$ cat config.mk
export PLATFORM = sky130hd
export DESIGN_NAME = tar_stream_deframer_unit
export DESIGN_NICKNAME = d
export VERILOG_FILES = /design/src/rtl/tsd_pkg.sv /design/src/rtl/tsd_front.sv /design/src/rtl/tsd_queue.sv /design/src/rtl/tsd_back.sv /design/src/rtl/tar_stream_deframer_unit.sv
export SDC_FILE = /design/constraint.sdc
export NUM_CORES = 1
export LEC_CHECK = 0
export BUFFER_PORTS_ARGS = -buffer_cell sky130_fd_sc_hd__buf_2
export CORE_MARGIN = 5
export CORE_UTILIZATION = 50
export DETAILED_ROUTE_END_ITERATION = 10
export PLACE_DENSITY = 0.67
export SLEW_MARGIN = 20
export SYNTH_ARGS = -nofsm -noshare
export SYNTH_HDL_FRONTEND = slang
export SYNTH_SLANG_ARGS = --single-unit
$ cat constraint.sdc
create_clock -name clk -period 12.2 [get_ports clk]
set_input_delay 0.61 -clock clk [delete_from_list [all_inputs] [get_ports clk]]
set_output_delay 0.61 -clock clk [all_outputs]
set_load 0.03 [all_outputs]
$ cat src/rtl/tsd_pkg.sv
// tsd_pkg: shared types and constants for the tar stream deframer
`default_nettype none

package tsd_pkg;

  // Width of the parsed size value and of the file_size field
  localparam int SIZE_BITS = 31;

  // ustar header geometry
  localparam int BLOCK_LEN        = 512;
  localparam int POS_W            = 9;
  localparam int SIZE_FIELD_START = 124;
  localparam int SIZE_FIELD_LEN   = 12;
  localparam int SIZE_FIELD_END   = SIZE_FIELD_START + SIZE_FIELD_LEN - 1;
  localparam int TYPE_OFFSET      = 156;

  // Characters of interest
  localparam logic [7:0] CHAR_NUL     = 8'h00;
  localparam logic [7:0] CHAR_SPACE   = 8'h20;
  localparam logic [7:0] CHAR_0       = 8'h30;
  localparam logic [7:0] CHAR_7       = 8'h37;
  localparam logic [7:0] TYPE_REGULAR = 8'h30;

  // Result queue between parser and output stage
  localparam int Q_DEPTH = 4;
  localparam int Q_PTR_W = 2;
  localparam int Q_CNT_W = Q_PTR_W + 1;

  typedef enum logic [1:0] {
    KIND_HEADER = 2'd0,
    KIND_DATA   = 2'd1,
    KIND_END    = 2'd2,
    KIND_ERROR  = 2'd3
  } tsd_kind_t;

  typedef struct packed {
    logic [7:0] data_byte;
    logic       stream_end;
  } tsd_in_t;

  typedef struct packed {
    tsd_kind_t            kind;
    logic [7:0]           out_byte;
    logic [SIZE_BITS-1:0] file_size;
    logic                 last_of_file;
  } tsd_out_t;

  // Queue status seen by both sides
  typedef struct packed {
    logic full;
    logic empty;
  } tsd_q_stat_t;

endpackage

`default_nettype wire

$ cat src/rtl/tsd_front.sv
// tsd_front: byte parser; classifies each archive byte and issues results
`default_nettype none

module tsd_front
  import tsd_pkg::*;
(
  input  wire logic     clk,
  input  wire logic     rst_n,
  input  wire logic     accept,
  input  wire tsd_in_t  beat,
  output logic          push,
  output tsd_out_t      push_item
);

  typedef enum logic [4:0] {
    PH_HDR  = 5'b00001,
    PH_DATA = 5'b00010,
    PH_PAD  = 5'b00100,
    PH_DONE = 5'b01000,
    PH_ERR  = 5'b10000
  } tsd_phase_t;

  localparam logic [POS_W-1:0] POS_LAST = POS_W'(BLOCK_LEN - 1);

  tsd_phase_t           phase_r, phase_nxt;
  logic [POS_W-1:0]     pos_r, pos_nxt;
  logic [SIZE_BITS-1:0] acc_r, acc_nxt;
  logic                 seen_r, seen_nxt;
  logic                 stopped_r, stopped_nxt;
  logic                 ovf_r, ovf_nxt;
  logic [7:0]           etype_r, etype_nxt;
  logic                 regular_r, regular_nxt;
  logic [SIZE_BITS-1:0] rem_r, rem_nxt;
  logic [POS_W-1:0]     pad_r, pad_nxt;

  logic [7:0] b;
  logic       data_last;

  assign b         = beat.data_byte;
  assign data_last = (rem_r <= SIZE_BITS'(1));

  always_comb begin
    phase_nxt   = phase_r;
    pos_nxt     = pos_r;
    acc_nxt     = acc_r;
    seen_nxt    = seen_r;
    stopped_nxt = stopped_r;
    ovf_nxt     = ovf_r;
    etype_nxt   = etype_r;
    regular_nxt = regular_r;
    rem_nxt     = rem_r;
    pad_nxt     = pad_r;
    push        = 1'b0;
    push_item   = '0;

    if (accept) begin
      if (phase_r == PH_ERR) begin
        push           = 1'b1;
        push_item.kind = KIND_ERROR;
      end else if (phase_r == PH_DONE) begin
        // archive closed: swallow everything
      end else if (beat.stream_end) begin
        push = 1'b1;
        if (phase_r == PH_HDR && pos_r == '0) begin
          phase_nxt      = PH_DONE;
          push_item.kind = KIND_END;
        end else begin
          phase_nxt      = PH_ERR;
          push_item.kind = KIND_ERROR;
        end
      end else begin
        case (phase_r)
          PH_HDR: begin
            // octal size field
            if (pos_r inside {[SIZE_FIELD_START:SIZE_FIELD_END]} && !stopped_r) begin
              if (b inside {[CHAR_0:CHAR_7]}) begin
                seen_nxt = 1'b1;
                if (!ovf_r) begin
                  if (|acc_r[SIZE_BITS-1 -: 3]) begin
                    ovf_nxt = 1'b1;
                  end else begin
                    acc_nxt = {acc_r[SIZE_BITS-4:0], b[2:0]};
                  end
                end
              end else if (b == CHAR_SPACE && !seen_r) begin
                // leading space
              end else begin
                stopped_nxt = 1'b1;
              end
            end
            if (pos_r == POS_W'(TYPE_OFFSET)) begin
              etype_nxt = b;
            end
            if (pos_r == POS_LAST) begin
              if (etype_r == CHAR_NUL) begin
                phase_nxt      = PH_DONE;
                push           = 1'b1;
                push_item.kind = KIND_END;
              end else if (!seen_r || ovf_r) begin
                phase_nxt      = PH_ERR;
                push           = 1'b1;
                push_item.kind = KIND_ERROR;
              end else begin
                regular_nxt = (etype_r == TYPE_REGULAR);
                rem_nxt     = acc_r;
                pad_nxt     = POS_W'(0) - acc_r[POS_W-1:0];
                phase_nxt   = (acc_r == '0) ? PH_HDR : PH_DATA;
                if (etype_r == TYPE_REGULAR) begin
                  push                   = 1'b1;
                  push_item.kind         = KIND_HEADER;
                  push_item.file_size    = acc_r;
                  push_item.last_of_file = (acc_r == '0);
                end
              end
              pos_nxt     = '0;
              acc_nxt     = '0;
              seen_nxt    = 1'b0;
              stopped_nxt = 1'b0;
              ovf_nxt     = 1'b0;
              etype_nxt   = CHAR_NUL;
            end else begin
              pos_nxt = pos_r + POS_W'(1);
            end
          end
          PH_DATA: begin
            rem_nxt = data_last ? '0 : rem_r - SIZE_BITS'(1);
            if (data_last) begin
              phase_nxt = (pad_r != '0) ? PH_PAD : PH_HDR;
            end
            if (regular_r) begin
              push                   = 1'b1;
              push_item.kind         = KIND_DATA;
              push_item.out_byte     = b;
              push_item.last_of_file = data_last;
            end
          end
          PH_PAD: begin
            if (pad_r <= POS_W'(1)) begin
              pad_nxt   = '0;
              phase_nxt = PH_HDR;
            end else begin
              pad_nxt = pad_r - POS_W'(1);
            end
          end
          default: begin
            phase_nxt = PH_ERR;
          end
        endcase
      end
    end
  end

  always_ff @(posedge clk) begin
    if (!rst_n) begin
      phase_r   <= PH_HDR;
      pos_r     <= '0;
      acc_r     <= '0;
      seen_r    <= 1'b0;
      stopped_r <= 1'b0;
      ovf_r     <= 1'b0;
      etype_r   <= CHAR_NUL;
      regular_r <= 1'b0;
      rem_r     <= '0;
      pad_r     <= '0;
    end else begin
      phase_r   <= phase_nxt;
      pos_r     <= pos_nxt;
      acc_r     <= acc_nxt;
      seen_r    <= seen_nxt;
      stopped_r <= stopped_nxt;
      ovf_r     <= ovf_nxt;
      etype_r   <= etype_nxt;
      regular_r <= regular_nxt;
      rem_r     <= rem_nxt;
      pad_r     <= pad_nxt;
    end
  end

endmodule

`default_nettype wire

$ cat src/rtl/tsd_queue.sv
// tsd_queue: small result FIFO between parser and output stage
`default_nettype none

module tsd_queue
  import tsd_pkg::*;
(
  input  wire logic     clk,
  input  wire logic     rst_n,
  input  wire logic     push,
  input  wire tsd_out_t push_item,
  input  wire logic     pop,
  output tsd_out_t      head,
  output tsd_q_stat_t   stat
);

  tsd_out_t           q_mem_r [Q_DEPTH];
  logic [Q_PTR_W-1:0] wr_ptr_r, wr_ptr_nxt;
  logic [Q_PTR_W-1:0] rd_ptr_r, rd_ptr_nxt;
  logic [Q_CNT_W-1:0] cnt_r, cnt_nxt;
  logic               do_push;
  logic               do_pop;

  assign stat.full  = (cnt_r == Q_CNT_W'(Q_DEPTH));
  assign stat.empty = (cnt_r == '0);
  assign head       = q_mem_r[rd_ptr_r];

  assign do_push = push && !stat.full;
  assign do_pop  = pop && !stat.empty;

  always_comb begin
    wr_ptr_nxt = do_push ? wr_ptr_r + Q_PTR_W'(1) : wr_ptr_r;
    rd_ptr_nxt = do_pop ? rd_ptr_r + Q_PTR_W'(1) : rd_ptr_r;
    cnt_nxt    = cnt_r;
    if (do_push && !do_pop) begin
      cnt_nxt = cnt_r + Q_CNT_W'(1);
    end else if (do_pop && !do_push) begin
      cnt_nxt = cnt_r - Q_CNT_W'(1);
    end
  end

  always_ff @(posedge clk) begin
    if (do_push) begin
      q_mem_r[wr_ptr_r] <= push_item;
    end
  end

  always_ff @(posedge clk) begin
    if (!rst_n) begin
      wr_ptr_r <= '0;
      rd_ptr_r <= '0;
      cnt_r    <= '0;
    end else begin
      wr_ptr_r <= wr_ptr_nxt;
      rd_ptr_r <= rd_ptr_nxt;
      cnt_r    <= cnt_nxt;
    end
  end

endmodule

`default_nettype wire

$ cat src/rtl/tsd_back.sv
// tsd_back: output register that drains the result queue
`default_nettype none

module tsd_back
  import tsd_pkg::*;
(
  input  wire logic        clk,
  input  wire logic        rst_n,
  input  wire tsd_q_stat_t stat,
  input  wire tsd_out_t    head,
  output logic             pop,
  output logic             out_valid,
  input  wire logic        out_stall,
  output tsd_out_t         out_beat
);

  logic     valid_r;
  tsd_out_t beat_r;

  // refill when empty or when the held beat leaves this cycle
  assign pop       = !stat.empty && (!valid_r || !out_stall);
  assign out_valid = valid_r;
  assign out_beat  = beat_r;

  always_ff @(posedge clk) begin
    if (!rst_n) begin
      valid_r <= 1'b0;
    end else if (!valid_r || !out_stall) begin
      valid_r <= !stat.empty;
    end
  end

  always_ff @(posedge clk) begin
    if (pop) begin
      beat_r <= head;
    end
  end

endmodule

`default_nettype wire

$ cat src/rtl/tar_stream_deframer_unit.sv
// tar_stream_deframer_unit: top level of the streaming tar archive deframer
// Throughput: one archive byte per cycle, sustained, while out_stall stays low.
// A result beat is registered in the queue and then in the output register
//   before it shows on out_valid.
// A 4-entry queue lets the parser run on while the output side is stalled.
// Reset: synchronous, active-low rst_n; clears parser state and queue at once.
`default_nettype none

module tar_stream_deframer_unit
  import tsd_pkg::*;
(
  input  wire logic     clk,
  input  wire logic     rst_n,
  // archive byte channel
  input  wire logic     in_valid,
  output logic          in_stall,
  input  wire tsd_in_t  in_beat,
  // result channel
  output logic          out_valid,
  input  wire logic     out_stall,
  output tsd_out_t      out_beat
);

  logic        accept;
  logic        push;
  tsd_out_t    push_item;
  logic        pop;
  tsd_out_t    head;
  tsd_q_stat_t q_stat;

  // Every byte yields at most one result, so one free queue slot is all
  // the parser needs to take a beat.
  assign in_stall = q_stat.full;
  assign accept   = in_valid && !in_stall;

  // Front: header collection, size parse, data/padding counting
  tsd_front u_front (
    .clk       (clk),
    .rst_n     (rst_n),
    .accept    (accept),
    .beat      (in_beat),
    .push      (push),
    .push_item (push_item)
  );

  // Decoupling queue
  tsd_queue u_queue (
    .clk       (clk),
    .rst_n     (rst_n),
    .push      (push),
    .push_item (push_item),
    .pop       (pop),
    .head      (head),
    .stat      (q_stat)
  );

  // Back: registered result beat
  tsd_back u_back (
    .clk       (clk),
    .rst_n     (rst_n),
    .stat      (q_stat),
    .head      (head),
    .pop       (pop),
    .out_valid (out_valid),
    .out_stall (out_stall),
    .out_beat  (out_beat)
  );

endmodule

`default_nettype wire

==> impl_results.md, run 1 <==
* Status: finished clean
* CP Capture Type: flip-flop
* FFs w/ async S/R, synth at 0%
* Post-synth EDFFs at 210
* Ys Warns at 0
* GPL Wtd Cong at 0.858
* Synthesized area per cell at 13.2 µm²
* Kind of critical path: flip-flop to flip-flop
* Syn Inst Count at 1011
* RSZ-0062 raised after global routing: false
* N_diodes at 0
* Final setup fails at 0
* Final wirelength at 28100 µm
* Clock root buffer: clkbuf_16
* Placed cell areas at 14000 µm²
* Post-synthesis cell type count at 73
* Synthesized cell area at 13300 µm²
* TritonCTS buffer count at 35
* Most frequent cells in the layout: edfxtp_1, dfxtp_1, nor2_1, nand2_1, a21oi_1
* Die Y at 173 µm
* Hold Path Class: input pin to flip-flop
* Clock Latency Late Sink at 510 ps
* Clock Skew at 18.5 ps
* Fmax at 269 MHz
* Most common cell after layout, fill and taps aside: edfxtp_1
* TritonCTS clock tree: yes
* Dpl hpwl at 18000 µm
* Clock-pin transition on the worst setup and hold timing paths at 60 ps
* Die ar. at 30000 µm²
* CTS Hold Bufs at 0
* Mean number of vias per cell at 5.95
* Worst VDD drop at 155 µV
* Tmin final at 3720 ps
* Largest net degree at the start of global routing at 57
* DR vias at 8471
* Layout Nets at 1090
* Routed WL per cell at 19.8 µm
* Fin. Hold Viols at 0
* Crit path required time at 12630 ps
* Pwr/cell area at 196 nW/µm²
* Core area at 26100 µm²
* Synth area leaders: edfxtp_1, dfxtp_1, mux4_2, a21oi_1, nor2_1
* Grt total ovfl at 0
* Share of layout cells above drive strength 1 at 17.8%
* Worst Max-Slew Pin Slew at 1050 ps
* Post-route cell area at 15100 µm²
* DR pass1 iterations at 6
* Crit path DAT at 4150 ps
* Core Rows at 59
* Max Transition Viols Final at 0
* CTS Sinks at 315
* Pleak at 5.24 nW
* Remaining design rule violation count at 0
* Post-CTS setup repair buffer count at 0
* Share of the yosys chip area belonging to registers at 63.0%
* Synth top area share at 47.3%
* H-tree depth at 2
* Post-Syn Nets at 1038
* Dominant cell type by area after synthesis: edfxtp_1
* Initial core utilization at 51.0%
* Post-route ant nets at 0
* Max clock buf depth at 3
* Antenna violations before repair at 0
* Post-CTS sizing at 0
* Synthesized flop and latch total at 315
* First-pass GRT wire length at 45900 µm
* Critical Path Source Type: flip-flop
* Die span in x at 173 µm
* Relative slew slack at 30.0%
* Port Buffers at 56
* Max Cap Viol at 0
* Vias in the first global route at 8254
* GRT Total Usage at 18.5%
* Fin Setup TNS at 0 ps
* Final period util at 30.5%
* Critical Path Fanout Max at 20
* Area grow syn2layout at 13.2%
* Ports at 57
* Main flop type after synthesis: edfxtp_1
* Drt first-iter violations at 846
critical path: stages, from the launching register on:
cell and delay, ps:
dfxtp_1 430, nand3_1 200, nor2_1 170, and3_1 180, ha_1 450, nand3_1 250, or3_1 570, a21oi_2 840
nand2_1 320, o22ai_1 240
final timing paths:
check,start,depth (start not counted),end,slack [ps]
worst max-delay path,u_front.pos_r[2],9,u_front.rem_r[13],8480
worst min-delay path,out_stall,3,u_back.out_valid,380
worst max register to register,u_front.pos_r[2],9,u_front.rem_r[13],8480
worst min register to register,u_front.etype_r[2],2,u_front.etype_r[2],450
cells in the mapped netlist, types with 3 or more instances:
cell type / number
nand3_1: 18
nor2b_1: 7
a21oi_1: 59
xnor2_1: 8
a22oi_1: 6
mux2i_1: 7
and2_1: 43
or3_1: 12
nand4_1: 10
a21o_1: 4
inv_1: 20
nand3b_1: 11
edfxtp_1: 210
buf_1: 5
nor3_1: 24
nand2_1: 68
mux4_2: 42
or4_1: 11
o211ai_1: 6
nor2_1: 74
o22ai_1: 5
buf_2: 12
nand2b_1: 3
ha_1: 13
dfxtp_1: 105
a22o_1: 31
nor4_1: 21
a31oi_1: 16
o32ai_1: 3
o41ai_1: 3
o21ai_0: 36
a211oi_1: 5
clkbuf_1: 35
nor4_4: 4
o31ai_1: 6
xor2_1: 10
a32oi_1: 3
and3_1: 6
cells by family (layout without fill, tap and decap cells):
kind of cell             count (synthesis)  after routing  synth area share, %
adder cells (fa/ha/maj)                 14             14                 1.37
flip-flops                             315            315                 63.0
AO/OA/AOI/OAI                          203            203                 10.2
multiplexers                            49             49                 7.62
buffers and inverters                   73            151                 2.22
AND/OR/NAND/NOR                        339            339                 14.3
XOR/XNOR                                18             18                 1.18
through the flow:
stage	hold WS [ps]	total power, W	setup WS, ps	cells	utilization [%]
floorplan	428	0.00179	8110	1011	-
global placement	440	0.00194	8590	1361	53.4
detailed placement	449	0.00195	8530	1361	53.4
CTS	376	0.00298	8500	1424	57.7
global route	377	0.00308	8080	1424	57.8
finish	384	0.00295	8480	1424	57.8
power by group:
part | total (W) | internal [W] | switching [W]
combinational | 0.000575 | 0.000196 | 0.000379
clock | 0.00104 | 0.000624 | 0.000413
sequential | 0.00134 | 0.00130 | 0.0000444
flip-flops by register name (all words and copies together) (netlist names), 2 cells and up:
name,count
u_front.rem_r,31
u_queue.wr_ptr_r,2
u_queue.cnt_r,3
u_front.acc_r,31
u_front.pad_r,9
u_front.phase_r,5
u_front.etype_r,8
u_back.out_beat,42
u_queue.rd_ptr_r,2
u_front.pos_r,9
u_queue.q_mem_r,168
final cells by class:
class                   instances  area, µm²
fillers                      2073      11000
flip-flops and latches        315       8410
multi-input cells             623       4680
clock buffers                  45        923
well taps                     335        419
repair buffers                 68        370
clock inverters                18        214
inverters                      20       75.1
layer usage:
layer  track usage [%]  wire [µm]  up-vias
li1                  -          -     4011
met1              27.4      12800     4145
met2              29.3      13100      285
met3              3.34       1870       30
met4              3.66        337        0
met5                 0          0        -
Power figures use the tool's default switching activity.
==> inputs of run 2 (changes only) <==
--- a/config.mk
+++ b/config.mk
@@ -5,6 +5,7 @@
 export SDC_FILE = /design/constraint.sdc
 export NUM_CORES = 1
 export LEC_CHECK = 0
+export ABC_AREA = 1
 export BUFFER_PORTS_ARGS = -buffer_cell sky130_fd_sc_hd__buf_2
 export CORE_MARGIN = 5
 export CORE_UTILIZATION = 50
==> constraint.sdc (replaced) <==
create_clock -name clk -period 3.5 [get_ports clk]
set_input_delay 0.175 -clock clk [delete_from_list [all_inputs] [get_ports clk]]
set_output_delay 0.175 -clock clk [all_outputs]
set_load 0.03 [all_outputs]
==> run 2 against run 1 <==
Net effect:
- critical path depth grew 9
- sequential share of layout area is 4.1 points lower
- combinational power increased to 6.8 times the previous value
- synthesized cell count rose by 57%
- total power rose to 4.3 times the previous value
- global-route usage up 2.2 points
- non-clock buffer count grew 17
- via count is 29% higher
- first-iteration DRC count up 7.3%
- sequential cell count unchanged
- largest power group unchanged
==> impl_results.md, run 2 <==
* Relative slew slack at 38.1% (was 30.0%)
* Final wirelength at 32900 µm (was 28100 µm)
* Kind of critical path: flip-flop to flip-flop (unchanged)
* Area grow syn2layout at 13.7% (was 13.2%)
* RSZ-0062 raised after global routing: false (unchanged)
* Clock Latency Late Sink at 520 ps (was 510 ps)
* Synthesized area per cell at 9.00 µm² (was 13.2 µm²)
* Dpl hpwl at 21300 µm (was 18000 µm)
* Routed WL per cell at 16.1 µm (was 19.8 µm)
* Max Transition Viols Final at 0 (unchanged)
* Dominant cell type by area after synthesis: edfxtp_1 (unchanged)
* Post-route ant nets at 0 (unchanged)
* Syn Inst Count at 1592 (was 1011)
* Setup WS post-layout at 489 ps (was 8480 ps)
* Fin Setup TNS at 0 ps (unchanged)
* TritonCTS buffer count at 34 (was 35)
* Ports at 57 (unchanged)
* Largest net degree at the start of global routing at 86 (was 57)
* Antenna violations before repair at 0 (unchanged)
* CP Capture Type: flip-flop (unchanged)
* Layout Nets at 1661 (was 1090)
* Pwr/cell area at 780 nW/µm² (was 196 nW/µm²)
* GPL Wtd Cong at 0.906 (was 0.858)
* First-pass GRT wire length at 53700 µm (was 45900 µm)
* Core area at 28500 µm² (was 26100 µm²)
* Share of layout cells above drive strength 1 at 11.0% (was 17.8%)
* Most flops, register: u_queue.q_mem_r (unchanged)
* Synth area leaders: edfxtp_1, dfxtp_1, nand2_1, nor2_1, o21ai_0 (was edfxtp_1, dfxtp_1, mux4_2, a21oi_1, nor2_1)
* Clock root buffer: clkbuf_16 (unchanged)
* Most common cell after layout, fill and taps aside: nand2_1 (was edfxtp_1)
* TritonCTS clock tree: yes (unchanged)
* DR vias at 10.9k (was 8471)
* Clock Skew at 20.4 ps (was 18.5 ps)
* Crit path DAT at 3420 ps (was 4150 ps)
* Largest register FFs at 168 (unchanged)
* Clock share of power at 31.1% (was 35.1%)
* Post-synth EDFFs at 210 (unchanged)
* Grt total ovfl at 0 (unchanged)
* Synth cell count leaders: nand2_1, nor2_1, edfxtp_1 (was edfxtp_1, dfxtp_1, nor2_1)
* Worst Max-Slew Pin Slew at 927 ps (was 1050 ps)
* Combinational Power Share at 30.8% (was 19.5%)
* Post-Syn Nets at 1619 (was 1038)
* DR pass1 iterations at 5 (was 6)
* Synth top area share at 44.0% (was 47.3%)
* Share of the yosys chip area belonging to registers at 58.7% (was 63.0%)
* Mean number of vias per cell at 5.36 (was 5.95)
* Pre-CTS WS at 404 ps (was 8530 ps)
* Fin. Hold Viols at 0 (unchanged)
* Switching power at 0.00448 W (was 0.000836 W)
* N_diodes at 0 (unchanged)
* Die Y at 179 µm (was 173 µm)
* Post-CTS setup repair buffer count at 0 (unchanged)
* DP Cell Count at 1980 (was 1361)
* Post-synthesis cell type count at 41 (was 73)
* Final setup fails at 0 (unchanged)
* Die span in x at 179 µm (was 173 µm)
* Port Buffers at 56 (unchanged)
* Switching share of power at 35.3% (was 28.3%)
* Clock-pin transition on the worst setup and hold timing paths at 60 ps (about the same)
* Status: finished clean (unchanged)
* Vias in the first global route at 10.4k (was 8254)
* Sequential power share at 38.2% (was 45.4%)
* Hold Path Class: input pin to flip-flop (unchanged)
* Core Rows at 62 (was 59)
* Final period util at 86.0% (was 30.5%)
* Critical Path Source Type: flip-flop (unchanged)
* Fmax at 332 MHz (was 269 MHz)
* Drt first-iter violations at 908 (was 846)
* Cell-internal power at 0.00822 W (was 0.00212 W)
* Synthesized cell area at 14300 µm² (was 13300 µm²)
* CTS Sinks at 315 (unchanged)
* Critical Path Fanout Max at 6 (was 20)
* Worst VDD drop at 351 µV (was 155 µV)
* Ys Warns at 0 (unchanged)
* Remaining design rule violation count at 0 (unchanged)
* GRT Total Usage at 20.7% (was 18.5%)
* Fin util at 57.2% (was 57.8%)
* H-tree depth at 2 (unchanged)
* Die ar. at 32100 µm² (was 30000 µm²)
* Max clock buf depth at 3 (unchanged)
* Synthesized flop and latch total at 315 (unchanged)
* Total power at 0.0127 W (was 0.00295 W)
* Most frequent cells in the layout: nand2_1, nor2_1, edfxtp_1, inv_1, o21ai_0 (was edfxtp_1, dfxtp_1, nor2_1, nand2_1, a21oi_1)
* Most frequent cell after synthesis: nand2_1 (was edfxtp_1)
* Max Cap Viol at 0 (unchanged)
* Initial core utilization at 50.3% (was 51.0%)
* FFs w/ async S/R, synth at 0% (unchanged)
* Crit path required time at 3900 ps (was 12630 ps)
* Main flop type after synthesis: edfxtp_1 (unchanged)
* Pleak at 6.18 nW (was 5.24 nW)
* Non-Filler Instances at 2044 (was 1424)
* Tmin final at 3010 ps (was 3720 ps)
## run 2: metal layers
layer | part of all wire (%) | wire length, µm | vias up | global-route usage, %
met2 | 46 | 15200 | 303 | 33.4
met4 | 1.7 | 549 | 0 | 5.05
met1 | 46 | 15000 | 5163 | 29.7
met5 | 0 | 0 | - | 0
li1 | - | - | 5428 | -
met3 | 6.3 | 2080 | 53 | 3.21
## run 2: final timing paths
path	from	endpoint	slack (ps)	cells after the start
worst max-delay path	u_front.pos_r[4]	u_queue.cnt_r[2]	490	18
worst min register to register	u_front.stopped_r	u_front.stopped_r	470	2
worst max register to register	u_front.pos_r[4]	u_queue.cnt_r[2]	490	18
worst min-delay path	in_beat[7]	u_front.etype_r[6]	80	5
## run 2: area by class of cell
| type | count | area, µm² |
|---|---|---|
| fillers | 2486 | 12200 |
| clock inverters | 26 | 370 |
| inverters | 144 | 543 |
| repair buffers | 85 | 541 |
| well taps | 384 | 480 |
| flip-flops and latches | 315 | 8410 |
| clock buffers | 36 | 880 |
| multi-input cells | 1054 | 5070 |
## run 2: repair_timing
item,in CTS,in global routing
endpoints found under the setup margin,0,1
resized for setup,0,1
endpoints found under the hold margin,2,0
hold buffers,2,0
## run 2: through the flow
| stage | cell area (µm²) | hold WS [ps] |
|---|---|---|
| 2_1_floorplan | 14300 | 316 |
| 3_3_place_gp | 15000 | 456 |
| 3_5_place_dp | 15000 | 463 |
| 4_1_cts | 16300 | 57.2 |
| 5_1_grt | 16300 | 90.1 |
| 6_report | 16300 | 77.8 |
## run 2: critical path, cell delays in order (launching register included)
cell,delay [ps]
dfxtp_1,430
nand2_1,130
nor3_1,160
nand3_1,120
inv_1,80
ha_1,160
nand4_1,160
nor2_2,190
nor2_1,60
nand3_1,70
nand2_1,60
nand2_1,150
ha_1,180
inv_1,80
fa_1,440
a21oi_1,140
o21ai_0,110
o21ai_0,160
a21oi_1,50
## run 2: power by group through the flow
stage               clock network [W]  registers (W)  logic [W]
global route                  0.00418        0.00490    0.00440
global placement                    0        0.00492    0.00386
floorplan                           0        0.00547    0.00233
detailed placement                  0        0.00493    0.00392
CTS                           0.00401        0.00485    0.00393
finish                        0.00395        0.00485    0.00391
## run 2: logic make-up after synthesis
kind of cell	Yosys count	share of synthesized area, %
adders and majority gates	14	1.27
DFF	315	58.7
and+or+nand+nor	729	21.5
buffers and inverters	223	6.24
xor gates and xnor gates	35	2.14
AOI/OAI and AO/OA	276	10.2
